$ cat config.mk
export PLATFORM = sky130hd
export DESIGN_NAME = gray_encoder_to_electrical_angle
export DESIGN_NICKNAME = d
export VERILOG_FILES = /design/src/hw/rtl/ge2ea_pkg.sv /design/src/hw/rtl/ge2ea_ram.sv /design/src/hw/rtl/ge2ea_div.sv /design/src/hw/rtl/ge2ea_core.sv /design/src/hw/rtl/gray_encoder_to_electrical_angle.sv
export VERILOG_INCLUDE_DIRS = /design/src /design/src/hw/rtl
export SDC_FILE = /design/constraint.sdc
export NUM_CORES = 1
export LEC_CHECK = 0
export BUFFER_PORTS_ARGS = -buffer_cell sky130_fd_sc_hd__clkbuf_2
export CAP_MARGIN = 30
export CORE_MARGIN = 2
export CORE_UTILIZATION = 25
export CTS_BUF_LIST = sky130_fd_sc_hd__clkbuf_8
export DETAILED_ROUTE_END_ITERATION = 6
export PLACE_DENSITY_LB_ADDON = 0.08
export SYNTH_ARGS = -nofsm -noshare
export SYNTH_HDL_FRONTEND = slang
export SYNTH_SLANG_ARGS = --single-unit
export TNS_END_PERCENT = 100
$ cat constraint.sdc
create_clock -name clock -period 11.41 [get_ports clock]
set_clock_uncertainty 0.2 [all_clocks]
set_input_delay 2.282 -clock clock [delete_from_list [all_inputs] [get_ports clock]]
set_output_delay 2.282 -clock clock [all_outputs]
set_load 0.01 [all_outputs]
$ cat src/hw/rtl/gray_encoder_to_electrical_angle_assert.svh
// Assertion macros for the encoder-to-angle RTL, used by ge2ea_core.
// Plain text, no dependencies; include by bare file name.
`ifndef GRAY_ENCODER_TO_ELECTRICAL_ANGLE_ASSERT_SVH
`define GRAY_ENCODER_TO_ELECTRICAL_ANGLE_ASSERT_SVH

// same-cycle implication, checked outside reset
`define GE2EA_ASSERT_NOW(label, clk, rst, ante, cons, msg) \
   label: assert property (@(posedge clk) disable iff (rst) (ante) |-> (cons)) \
      else $error(msg);

// next-cycle implication, checked outside reset
`define GE2EA_ASSERT_NEXT(label, clk, rst, ante, cons, msg) \
   label: assert property (@(posedge clk) disable iff (rst) (ante) |=> (cons)) \
      else $error(msg);

`endif

$ cat src/hw/rtl/ge2ea_pkg.sv
// Constants, types and helper functions for the encoder-to-angle block.
// No dependencies; used by every module of the block but ge2ea_ram.
package ge2ea_pkg;

   // encoder and table geometry
   localparam int POSITION_BITS   = 10;
   localparam int SEGMENT_COUNT   = 14;
   localparam int TABLE_DEPTH     = SEGMENT_COUNT + 1;
   localparam int TABLE_ADDR_BITS = $clog2(TABLE_DEPTH);
   localparam int BP_BITS         = POSITION_BITS + 1;

   // angle, velocity and divider widths
   localparam int DEGREES     = 360;
   localparam int ANGLE_BITS  = 9;
   localparam int VEL_BITS    = POSITION_BITS + 1;
   localparam int NUM_BITS    = POSITION_BITS + ANGLE_BITS;
   localparam int DEN_BITS    = BP_BITS;

   // register file
   localparam int CSR_ADDR_BITS = 3;
   localparam int CSR_DATA_BITS = 32;
   localparam logic [CSR_ADDR_BITS-3:0] REG_PHASE_OFFSET = '0;
   localparam logic [POSITION_BITS-1:0] PHASE_OFFSET_RESET = POSITION_BITS'(7);

   // divider request and status
   typedef struct packed {
      logic                start;
      logic [NUM_BITS-1:0] dividend;
      logic [DEN_BITS-1:0] divisor;
   } div_req_type;

   typedef struct packed {
      logic                  busy;
      logic                  done;
      logic [ANGLE_BITS-1:0] quotient;
   } div_rsp_type;

   // Gray code to binary: each bit is the XOR of all Gray bits at or above it
   function automatic logic [POSITION_BITS-1:0] gray_to_bin(
      input logic [POSITION_BITS-1:0] g
   );
      logic [POSITION_BITS-1:0] b;
      b[POSITION_BITS-1] = g[POSITION_BITS-1];
      for (int i = POSITION_BITS - 2; i >= 0; i--) begin
         b[i] = b[i+1] ^ g[i];
      end
      return b;
   endfunction

   // breakpoints loaded into the table memory after reset
   function automatic logic [BP_BITS-1:0] bp_rom(
      input logic [TABLE_ADDR_BITS-1:0] addr
   );
      logic [BP_BITS-1:0] v;
      case (addr)
         4'd0:    v = 11'd0;
         4'd1:    v = 11'd72;
         4'd2:    v = 11'd146;
         4'd3:    v = 11'd220;
         4'd4:    v = 11'd292;
         4'd5:    v = 11'd364;
         4'd6:    v = 11'd439;
         4'd7:    v = 11'd513;
         4'd8:    v = 11'd584;
         4'd9:    v = 11'd658;
         4'd10:   v = 11'd731;
         4'd11:   v = 11'd804;
         4'd12:   v = 11'd876;
         4'd13:   v = 11'd950;
         4'd14:   v = 11'd1024;
         default: v = '0;
      endcase
      return v;
   endfunction

endpackage

$ cat src/hw/rtl/ge2ea_ram.sv
// Generic simple dual-port RAM, one write and one registered read port.
// No dependencies.
module ge2ea_ram #(
   parameter int WIDTH = 8,
   parameter int DEPTH = 16
) (
   input  logic                                         clock,
   input  logic                                         wr_en,
   input  logic [((DEPTH > 1) ? $clog2(DEPTH) : 1)-1:0] wr_addr,
   input  logic [WIDTH-1:0]                             wr_data,
   input  logic                                         rd_en,
   input  logic [((DEPTH > 1) ? $clog2(DEPTH) : 1)-1:0] rd_addr,
   output logic [WIDTH-1:0]                             rd_data
);

   logic [WIDTH-1:0] mem_ff [DEPTH];
   logic [WIDTH-1:0] rd_data_ff;

   // write port and registered read port
   always_ff @(posedge clock) begin
      if (wr_en) begin
         mem_ff[wr_addr] <= wr_data;
      end
      if (rd_en) begin
         rd_data_ff <= mem_ff[rd_addr];
      end
   end

   assign rd_data = rd_data_ff;

endmodule

$ cat src/hw/rtl/ge2ea_div.sv
// Serial restoring divider, one quotient bit per cycle.
// Depends on ge2ea_pkg for widths and the request/status structs.
module ge2ea_div
   import ge2ea_pkg::*;
(
   input  logic        clock,
   input  logic        reset,
   input  div_req_type div_req,
   output div_rsp_type div_rsp
);

   localparam int CNT_BITS = $clog2(NUM_BITS + 1);

   logic                busy_ff, busy_in;
   logic                done_ff, done_in;
   logic [CNT_BITS-1:0] cnt_ff, cnt_in;
   logic [NUM_BITS-1:0] quo_ff, quo_in;
   logic [DEN_BITS-1:0] rem_ff, rem_in;
   logic [DEN_BITS-1:0] den_ff, den_in;
   logic [DEN_BITS:0]   trial;

   // one shift-subtract step per cycle
   always_comb begin
      busy_in = busy_ff;
      done_in = 1'b0;
      cnt_in  = cnt_ff;
      quo_in  = quo_ff;
      rem_in  = rem_ff;
      den_in  = den_ff;
      trial   = {rem_ff, quo_ff[NUM_BITS-1]};
      if (div_req.start) begin
         busy_in = 1'b1;
         cnt_in  = CNT_BITS'(NUM_BITS);
         quo_in  = div_req.dividend;
         rem_in  = '0;
         den_in  = div_req.divisor;
      end else if (busy_ff) begin
         if (trial >= {1'b0, den_ff}) begin
            rem_in = DEN_BITS'(trial - {1'b0, den_ff});
            quo_in = {quo_ff[NUM_BITS-2:0], 1'b1};
         end else begin
            rem_in = trial[DEN_BITS-1:0];
            quo_in = {quo_ff[NUM_BITS-2:0], 1'b0};
         end
         cnt_in = cnt_ff - 1'b1;
         if (cnt_ff == CNT_BITS'(1)) begin
            busy_in = 1'b0;
            done_in = 1'b1;
         end
      end
   end

   always_ff @(posedge clock) begin
      if (reset) begin
         busy_ff <= 1'b0;
         done_ff <= 1'b0;
         cnt_ff  <= '0;
      end else begin
         busy_ff <= busy_in;
         done_ff <= done_in;
         cnt_ff  <= cnt_in;
      end
      quo_ff <= quo_in;
      rem_ff <= rem_in;
      den_ff <= den_in;
   end

   // quotient never exceeds the degree range, so the low bits carry it all
   assign div_rsp.busy     = busy_ff;
   assign div_rsp.done     = done_ff;
   assign div_rsp.quotient = quo_ff[ANGLE_BITS-1:0];

endmodule

$ cat src/hw/rtl/ge2ea_core.sv
// Sequencer: table fill, Gray decode, segment scan over the table memory,
// interpolation through the divider, velocity, and the result register.
// Depends on ge2ea_pkg and the assertion macro header.
`include "gray_encoder_to_electrical_angle_assert.svh"

module ge2ea_core
   import ge2ea_pkg::*;
(
   input  logic                        clock,
   input  logic                        reset,
   input  logic [POSITION_BITS-1:0]    phase_offset,
   // input channel
   input  logic                        req_valid,
   output logic                        req_stall,
   input  logic [POSITION_BITS-1:0]    req_pin_levels,
   // result channel
   output logic                        rsp_valid,
   input  logic                        rsp_stall,
   output logic [POSITION_BITS-1:0]    rsp_position,
   output logic [ANGLE_BITS-1:0]       rsp_angle_deg,
   output logic                        rsp_angle_valid,
   output logic signed [VEL_BITS-1:0]  rsp_velocity,
   // table memory
   output logic                        ram_wr_en,
   output logic [TABLE_ADDR_BITS-1:0]  ram_wr_addr,
   output logic [BP_BITS-1:0]          ram_wr_data,
   output logic                        ram_rd_en,
   output logic [TABLE_ADDR_BITS-1:0]  ram_rd_addr,
   input  logic [BP_BITS-1:0]          ram_rd_data,
   // divider
   output div_req_type                 div_req,
   input  div_rsp_type                 div_rsp
);

   typedef enum logic [2:0] {
      ST_FILL,
      ST_IDLE,
      ST_SCAN,
      ST_DIVIDE,
      ST_DONE
   } state_type;

   localparam logic signed [VEL_BITS:0] VEL_HALF  = (VEL_BITS+1)'(1 << (POSITION_BITS-1));
   localparam logic signed [VEL_BITS:0] VEL_RANGE = (VEL_BITS+1)'(1 << POSITION_BITS);
   localparam logic [ANGLE_BITS-1:0]    DEG_MAX   = ANGLE_BITS'(DEGREES);
   localparam logic [TABLE_ADDR_BITS-1:0] LAST_ENTRY = TABLE_ADDR_BITS'(SEGMENT_COUNT);

   state_type                    state_ff, state_in;
   logic [TABLE_ADDR_BITS-1:0]   fill_addr_ff, fill_addr_in;
   logic [TABLE_ADDR_BITS-1:0]   rd_idx_ff, rd_idx_in;
   logic [POSITION_BITS-1:0]     last_pos_ff, last_pos_in;
   logic [POSITION_BITS-1:0]     pos_ff, pos_in;
   logic [POSITION_BITS-1:0]     x_ff, x_in;
   logic [VEL_BITS-1:0]          vel_ff, vel_in;
   logic [BP_BITS-1:0]           lo_ff, lo_in;
   logic [NUM_BITS-1:0]          num_ff, num_in;
   logic [DEN_BITS-1:0]          den_ff, den_in;
   logic                         div_start_ff, div_start_in;
   logic [ANGLE_BITS-1:0]        angle_ff, angle_in;
   logic                         match_ff, match_in;
   logic                         rsp_valid_ff, rsp_valid_in;
   logic [POSITION_BITS-1:0]     rsp_pos_ff, rsp_pos_in;
   logic [ANGLE_BITS-1:0]        rsp_angle_ff, rsp_angle_in;
   logic                         rsp_match_ff, rsp_match_in;
   logic [VEL_BITS-1:0]          rsp_vel_ff, rsp_vel_in;

   logic                         accept;
   logic                         rsp_free;
   logic [POSITION_BITS-1:0]     pos_dec;
   logic signed [VEL_BITS:0]     vel_raw;
   logic signed [VEL_BITS:0]     vel_adj;
   logic [BP_BITS-1:0]           x_ext;
   logic                         seg_hit;
   logic [BP_BITS-1:0]           x_minus_lo;

   assign accept   = req_valid && (state_ff == ST_IDLE);
   assign rsp_free = !rsp_valid_ff || !rsp_stall;

   // decode and wrap the position difference
   always_comb begin
      pos_dec = gray_to_bin(~req_pin_levels);
      vel_raw = $signed({2'b00, pos_dec}) - $signed({2'b00, last_pos_ff});
      vel_adj = vel_raw;
      if (vel_raw > VEL_HALF) begin
         vel_adj = vel_raw - VEL_RANGE;
      end else if (vel_raw < -VEL_HALF) begin
         vel_adj = vel_raw + VEL_RANGE;
      end
   end

   // segment test: previous entry is the lower bound, the arriving one the upper
   assign x_ext      = {1'b0, x_ff};
   assign seg_hit    = (x_ext >= lo_ff) && (x_ext < ram_rd_data);
   assign x_minus_lo = x_ext - lo_ff;

   // next-state and datapath
   always_comb begin
      state_in     = state_ff;
      fill_addr_in = fill_addr_ff;
      rd_idx_in    = rd_idx_ff;
      last_pos_in  = last_pos_ff;
      pos_in       = pos_ff;
      x_in         = x_ff;
      vel_in       = vel_ff;
      lo_in        = lo_ff;
      num_in       = num_ff;
      den_in       = den_ff;
      div_start_in = 1'b0;
      angle_in     = angle_ff;
      match_in     = match_ff;
      rsp_valid_in = rsp_valid_ff;
      rsp_pos_in   = rsp_pos_ff;
      rsp_angle_in = rsp_angle_ff;
      rsp_match_in = rsp_match_ff;
      rsp_vel_in   = rsp_vel_ff;
      ram_wr_en    = 1'b0;
      ram_wr_addr  = fill_addr_ff;
      ram_wr_data  = bp_rom(fill_addr_ff);
      ram_rd_en    = 1'b0;
      ram_rd_addr  = '0;

      // result register empties when taken
      if (rsp_valid_ff && !rsp_stall) begin
         rsp_valid_in = 1'b0;
      end

      unique case (state_ff)
         ST_FILL: begin
            ram_wr_en    = 1'b1;
            fill_addr_in = fill_addr_ff + 1'b1;
            if (fill_addr_ff == LAST_ENTRY) begin
               state_in = ST_IDLE;
            end
         end
         ST_IDLE: begin
            if (accept) begin
               pos_in      = pos_dec;
               x_in        = pos_dec - phase_offset;
               vel_in      = vel_adj[VEL_BITS-1:0];
               last_pos_in = pos_dec;
               ram_rd_en   = 1'b1;
               rd_idx_in   = '0;
               state_in    = ST_SCAN;
            end
         end
         ST_SCAN: begin
            if (rd_idx_ff != '0 && seg_hit) begin
               num_in       = NUM_BITS'(x_minus_lo[POSITION_BITS-1:0]) *
                              NUM_BITS'(DEGREES);
               den_in       = ram_rd_data - lo_ff;
               div_start_in = 1'b1;
               state_in     = ST_DIVIDE;
            end else if (rd_idx_ff == LAST_ENTRY) begin
               angle_in = '0;
               match_in = 1'b0;
               state_in = ST_DONE;
            end else begin
               lo_in       = ram_rd_data;
               ram_rd_en   = 1'b1;
               ram_rd_addr = rd_idx_ff + 1'b1;
               rd_idx_in   = rd_idx_ff + 1'b1;
            end
         end
         ST_DIVIDE: begin
            if (div_rsp.done) begin
               // reverse direction; a full turn folds to zero
               angle_in = (div_rsp.quotient == '0) ? '0 : DEG_MAX - div_rsp.quotient;
               match_in = 1'b1;
               state_in = ST_DONE;
            end
         end
         ST_DONE: begin
            if (rsp_free) begin
               rsp_valid_in = 1'b1;
               rsp_pos_in   = pos_ff;
               rsp_angle_in = angle_ff;
               rsp_match_in = match_ff;
               rsp_vel_in   = vel_ff;
               state_in     = ST_IDLE;
            end
         end
         default: begin
            state_in = ST_IDLE;
         end
      endcase
   end

   // state, control and payload registers
   always_ff @(posedge clock) begin
      if (reset) begin
         state_ff     <= ST_FILL;
         fill_addr_ff <= '0;
         last_pos_ff  <= '0;
         div_start_ff <= 1'b0;
         rsp_valid_ff <= 1'b0;
      end else begin
         state_ff     <= state_in;
         fill_addr_ff <= fill_addr_in;
         last_pos_ff  <= last_pos_in;
         div_start_ff <= div_start_in;
         rsp_valid_ff <= rsp_valid_in;
      end
      rd_idx_ff    <= rd_idx_in;
      pos_ff       <= pos_in;
      x_ff         <= x_in;
      vel_ff       <= vel_in;
      lo_ff        <= lo_in;
      num_ff       <= num_in;
      den_ff       <= den_in;
      angle_ff     <= angle_in;
      match_ff     <= match_in;
      rsp_pos_ff   <= rsp_pos_in;
      rsp_angle_ff <= rsp_angle_in;
      rsp_match_ff <= rsp_match_in;
      rsp_vel_ff   <= rsp_vel_in;
   end

   assign req_stall        = (state_ff != ST_IDLE);
   assign rsp_valid        = rsp_valid_ff;
   assign rsp_position     = rsp_pos_ff;
   assign rsp_angle_deg    = rsp_angle_ff;
   assign rsp_angle_valid  = rsp_match_ff;
   assign rsp_velocity     = $signed(rsp_vel_ff);

   assign div_req.start    = div_start_ff;
   assign div_req.dividend = num_ff;
   assign div_req.divisor  = den_ff;

   // checks
   `GE2EA_ASSERT_NOW(a_div_start_idle, clock, reset, div_req.start, !div_rsp.busy,
      "divider started while busy")
   `GE2EA_ASSERT_NEXT(a_div_runs, clock, reset, div_req.start, div_rsp.busy,
      "divider did not take the start")
   `GE2EA_ASSERT_NOW(a_div_done_state, clock, reset, div_rsp.done,
      (state_ff == ST_DIVIDE) && (div_rsp.quotient < DEG_MAX),
      "divider result out of place or range")
   `GE2EA_ASSERT_NOW(a_invalid_zero, clock, reset, rsp_valid_ff && !rsp_match_ff,
      rsp_angle_ff == '0, "invalid angle not zero")
   `GE2EA_ASSERT_NOW(a_vel_range, clock, reset, rsp_valid_ff,
      ($signed(rsp_vel_ff) <= VEL_HALF) && ($signed(rsp_vel_ff) >= -VEL_HALF),
      "velocity outside half range")

endmodule

$ cat src/hw/rtl/gray_encoder_to_electrical_angle.sv
// Top level: register port, table memory, divider and sequencer.
// Depends on ge2ea_pkg, ge2ea_ram, ge2ea_div and ge2ea_core.
//
//   channel   direction  handshake          payload
//   req_      in         valid / stall      pin_levels[9:0]
//   rsp_      out        valid / stall      position, angle_deg, angle_valid, velocity
//   csr_      in/out     psel/penable/...   phase_offset at byte address 0
//
// After reset the breakpoint table is loaded into memory; items are stalled
// until then, register writes are taken throughout.
// One item at a time: the scan reads one table entry per cycle from the
// memory port, then for a hit the serial divider runs from start to done;
// a miss, where no segment holds the item, skips the divider.
// The next item is taken in the cycle after the result is loaded; a result still
// waiting in the output register holds the finished item until it is taken.
module gray_encoder_to_electrical_angle
   import ge2ea_pkg::*;
(
   input  logic                        clock,
   input  logic                        reset,
   // input channel
   input  logic                        req_valid,
   output logic                        req_stall,
   input  logic [POSITION_BITS-1:0]    req_pin_levels,
   // result channel
   output logic                        rsp_valid,
   input  logic                        rsp_stall,
   output logic [POSITION_BITS-1:0]    rsp_position,
   output logic [ANGLE_BITS-1:0]       rsp_angle_deg,
   output logic                        rsp_angle_valid,
   output logic signed [VEL_BITS-1:0]  rsp_velocity,
   // register port
   input  logic                        csr_psel,
   input  logic                        csr_penable,
   input  logic                        csr_pwrite,
   input  logic [CSR_ADDR_BITS-1:0]    csr_paddr,
   input  logic [CSR_DATA_BITS-1:0]    csr_pwdata,
   output logic [CSR_DATA_BITS-1:0]    csr_prdata,
   output logic                        csr_pready
);

   logic [POSITION_BITS-1:0]   phase_offset_ff, phase_offset_in;
   logic                       csr_hit;
   logic                       ram_wr_en;
   logic [TABLE_ADDR_BITS-1:0] ram_wr_addr;
   logic [BP_BITS-1:0]         ram_wr_data;
   logic                       ram_rd_en;
   logic [TABLE_ADDR_BITS-1:0] ram_rd_addr;
   logic [BP_BITS-1:0]         ram_rd_data;
   div_req_type                div_req;
   div_rsp_type                div_rsp;

   // register port: always ready, one register
   assign csr_pready = 1'b1;
   assign csr_hit    = (csr_paddr[CSR_ADDR_BITS-1:2] == REG_PHASE_OFFSET);

   always_comb begin
      phase_offset_in = phase_offset_ff;
      if (csr_psel && csr_penable && csr_pwrite && csr_pready && csr_hit) begin
         phase_offset_in = csr_pwdata[POSITION_BITS-1:0];
      end
   end

   always_ff @(posedge clock) begin
      if (reset) begin
         phase_offset_ff <= PHASE_OFFSET_RESET;
      end else begin
         phase_offset_ff <= phase_offset_in;
      end
   end

   assign csr_prdata = csr_hit ? CSR_DATA_BITS'(phase_offset_ff) : '0;

   // breakpoint table
   ge2ea_ram #(
      .WIDTH (BP_BITS),
      .DEPTH (TABLE_DEPTH)
   ) u_table (
      .clock   (clock),
      .wr_en   (ram_wr_en),
      .wr_addr (ram_wr_addr),
      .wr_data (ram_wr_data),
      .rd_en   (ram_rd_en),
      .rd_addr (ram_rd_addr),
      .rd_data (ram_rd_data)
   );

   // interpolation divider
   ge2ea_div u_div (
      .clock   (clock),
      .reset   (reset),
      .div_req (div_req),
      .div_rsp (div_rsp)
   );

   // sequencer
   ge2ea_core u_core (
      .clock           (clock),
      .reset           (reset),
      .phase_offset    (phase_offset_ff),
      .req_valid       (req_valid),
      .req_stall       (req_stall),
      .req_pin_levels  (req_pin_levels),
      .rsp_valid       (rsp_valid),
      .rsp_stall       (rsp_stall),
      .rsp_position    (rsp_position),
      .rsp_angle_deg   (rsp_angle_deg),
      .rsp_angle_valid (rsp_angle_valid),
      .rsp_velocity    (rsp_velocity),
      .ram_wr_en       (ram_wr_en),
      .ram_wr_addr     (ram_wr_addr),
      .ram_wr_data     (ram_wr_data),
      .ram_rd_en       (ram_rd_en),
      .ram_rd_addr     (ram_rd_addr),
      .ram_rd_data     (ram_rd_data),
      .div_req         (div_req),
      .div_rsp         (div_rsp)
   );

endmodule

==> run_results.csv <==
group,metric,value,unit
route,vias,10100,
placement,io_buffers,70,
cts,cts_tree,"yes",
final_layout,syn_to_final_growth,16.5,%
final_layout,drive_gt1_share,14.4,%
route,drc,0,
power,p_sw_share,30.9,%
cts,clkTransAtPathRegs,60,ps
synthesis,syn_area,0.0160,mm2
placement,preCtsSetupSlack,3950,ps
placement,dp_hpwl,28.5,mm
setup_path,critPathSlowestCell,"xnor3_2",
timing,min_period_over_period,59.4,%
timing,rsz0062_at_grt,"no",
synthesis,syn_inst,1347,
run,cap_violations,0,
route,ant_nets,0,
timing,post-route-min-period,6780,ps
grt,grt_pass1_wl,60.7,mm
setup_path,critical_path_required,11590,ps
synthesis,synth_area_leaders,"edfxtp_1 (50%), ha_1 (7.9%), dfxtp_1 (6.9%)",
worst_hold_path,hold_path.class,"flop to flop",
final_layout,layout_common_cells,"edfxtp_1 (269), inv_1 (149), nor2_1 (132), ha_1 (101), nand2_1 (79)",
setup_path,crit_path_end_kind,"flop",
synthesis,async_flop_share,0,%
timing,tightest_slew,972,ps
route,drt_iter0_markers,409,
cts,insertion_delay,650,ps
grt,grt_pass1_vias,10300,
worst_hold_path,hold_depth,0,
timing,fmax,148,MHz
synthesis,synth_top_area_cell,"edfxtp_1",
setup_path,worst-endpoint-arrival,6960,ps
route,finalWirelength,39.3,mm
setup_path,worstSetupStartpointType,"input port",
route,wl_per_cell,16.7,um
setup_path,r2r-end,"u_core.num_ff[17]",
cts,cts_buffer_depth,3,
setup_path,critPathKind,"input port to flop",
cts,post_cts_buffers,0,
floorplanning,fp.dieArea,0.0661,mm2
power,ir_drop,0.104,mV
route,dr_wl_met2,18.3,mm
grt,grt_overflow,0,
final_layout,final_common_cell,"edfxtp_1",
synthesis,yosysSeqAreaShare,57.3,%
route,drt-met1-wl,18.1,mm
setup_path,crit_top_cell,"xor2_2",
cts,cts_max_level,2,
power,clkPwrFrac,32.2,%
cts,cts_sinks,324,
timing,setup_tns,0,ps
setup_path,reg2reg_setup_slack,5560,ps
route,highest_layer,"met4",
floorplanning,die_y,257,um
grt,grt_max_degree,46,
cts,cts_resized,0,
floorplanning,core_area,0.0632,mm2
floorplanning,fp.dieW,257,um
route,via_per_inst,4.30,
timing,maxSlewHeadroom,35.1,%
setup_path,crit_family,"XOR/XNOR gates",
route,first_pass_iters,4,
floorplanning,num_io_pins,118,
power,power_frac_seq,42.5,%
worst_hold_path,holdPathEnd,"u_div.den_ff[3]",
floorplanning,row_count,92,
setup_path,critPathMaxStageDelay,590,ps
timing,finalSetupViolCount,0,
placement,gp_congestion,0.771,
power,p_int,2440,uW
setup_path,r2r_cells,23,
synthesis,ys_ff_latch,324,
setup_path,path_buf_inv,2,
final_layout,nets,1634,
setup_path,r2r-start,"u_core.x_ff[0]",
synthesis,ys_warn_count,0,
power,leakage,0.00717,uW
timing,finalHoldViolations,0,
synthesis,dominantRegCellSynth,"edfxtp_1",
setup_path,crit_fanout,7,
power,power.switching,1090,uW
synthesis,synth_edf_count,269,
grt,antenna_found_initial,1,
cts,cts_root_buffer,"clkbuf_8",
power,p_comb_share,25.3,%
cts,holdBufCountCts,0,
worst_hold_path,min_from,"u_core.den_ff[3]",
timing,fin_ws,4630,ps
timing,slew_violations,0,
grt,grt.total_usage,11.8,%
final_layout,nFillCells,6592,
floorplanning,start_util,25.3,%
power,pwr_density_cell,189,mW/mm2
route,met3WireLength,1.40,mm
setup_path,path_cells,"clkbuf_2 > xnor3_2 > xnor3_2 > xor2_2 > xor2_2 > xor2_2 > xor2_2 > inv_2 > ha_1 > fa_1 > nor2b_1 > o21ai_0 > a21boi_0 > o21ai_0 > a21oi_1 > o21ai_0 > a2111oi_0 > a211oi_1",
synthesis,yosysTopAreaCellShare,50.4,%
final_layout,regArea,0.00918,mm2
synthesis,avgSynthCellArea,11.9,um2
final_layout,multiInputGateArea,0.00612,mm2
cts,cts_made_buffers,60,
synthesis,ys_types,69,
outcome,status,"finished, final reports clean",
cells by family (layout without fill, tap and decap cells):
kind of cell / after synthesis / count (layout) / synth area share, %
AOI/OAI and AO/OA: 254 / 254 / 10.5
xor gates and xnor gates: 64 / 64 / 3.88
adders and majority gates: 119 / 119 / 10.1
buffers and inverters: 194 / 337 / 5.15
DFF: 324 / 324 / 57.3
muxes: 43 / 43 / 2.83
other: 2 / 24 / 0.0469
and+or+nand+nor: 347 / 347 / 10.1
worst max-delay path by stage:
stage | startpoint | endpoint | slack [ps] | depth (start not counted)
2_1_floorplan | req_pin_levels[9] | u_core.vel_ff[10] | 4800 | 18
3_3_place_gp | req_pin_levels[9] | u_core.vel_ff[10] | 3990 | 18
3_5_place_dp | req_pin_levels[9] | u_core.vel_ff[10] | 3950 | 18
4_1_cts | req_pin_levels[9] | u_core.vel_ff[10] | 4650 | 18
5_1_grt | req_pin_levels[9] | u_core.vel_ff[10] | 4270 | 18
6_report | req_pin_levels[9] | u_core.vel_ff[10] | 4630 | 18
sequential cells by signal, indices dropped and copies added (netlist names), 5 cells and up:
| signal | cells |
|---|---|
| u_table.mem_ff | 120 |
| u_core.rsp_position | 10 |
| u_div.den_ff | 11 |
| u_core.num_ff | 16 |
| u_div.rem_ff | 11 |
| phase_offset_ff | 10 |
| u_core.pos_ff | 10 |
| u_core.den_ff | 11 |
| u_core.ram_wr_data | 8 |
| u_core.rsp_velocity | 11 |
| u_core.angle_ff | 9 |
| u_div.cnt_ff | 5 |
| u_core.rsp_angle_deg | 9 |
| u_core.vel_ff | 11 |
| u_table.rd_data | 8 |
| u_core.x_ff | 10 |
| u_div.quo_ff | 19 |
| u_core.lo_ff | 8 |
| u_core.last_pos_ff | 10 |
Yosys cell counts (all sizes together) (20+ instances only):
cell and instances:
clkbuf 31, nor2b 20, ha 101, a211oi 37
xor2 30, buf 28, o21ai 57, nor2 134
mux2i 25, nor3 20, xnor2 32, edfxtp 269
nand2 79, inv 134, a21oi 54, dfxtp 55
stage by stage:
step	hold WS, ps	total power, uW	util, %	instance area (um2)	instances
2_1_floorplan	200	2190	-	16100	1368
3_3_place_gp	202	2440	27.4	17300	2239
3_5_place_dp	205	2440	27.6	17400	2247
4_1_cts	212	3610	29.5	18600	2357
5_1_grt	225	3780	29.5	18700	2358
6_report	207	3530	29.5	18700	2358
metal layers:
layer / GRT usage (%) / vias to the layer above
met3: 2.33 / 88
li1: - / 5054
met2: 19.2 / 145
met1: 15.4 / 4859
met4: 4.97 / 0
met5: 0 / -
area by class of cell:
type / instances / share of cell area (%)
Clock buffer: 67 / 4.94
Antenna cell: 1 / 0.0134
Clock inverter: 43 / 1.60
Sequential cell: 324 / 49.2
Timing Repair Buffer: 92 / 3.01
Inverter: 135 / 2.72
Tap cell: 846 / 5.68
Multi-Input combinational cell: 850 / 32.8
power groups by stage:
stage,Clock (uW),Sequential (uW),Combinational [uW]
6_report,1130,1500,893
5_1_grt,1230,1510,1040
4_1_cts,1180,1500,918
3_5_place_dp,0,1530,910
3_3_place_gp,0,1530,912
2_1_floorplan,0,1490,698
Note: power is estimated with default switching activity, not from simulation.
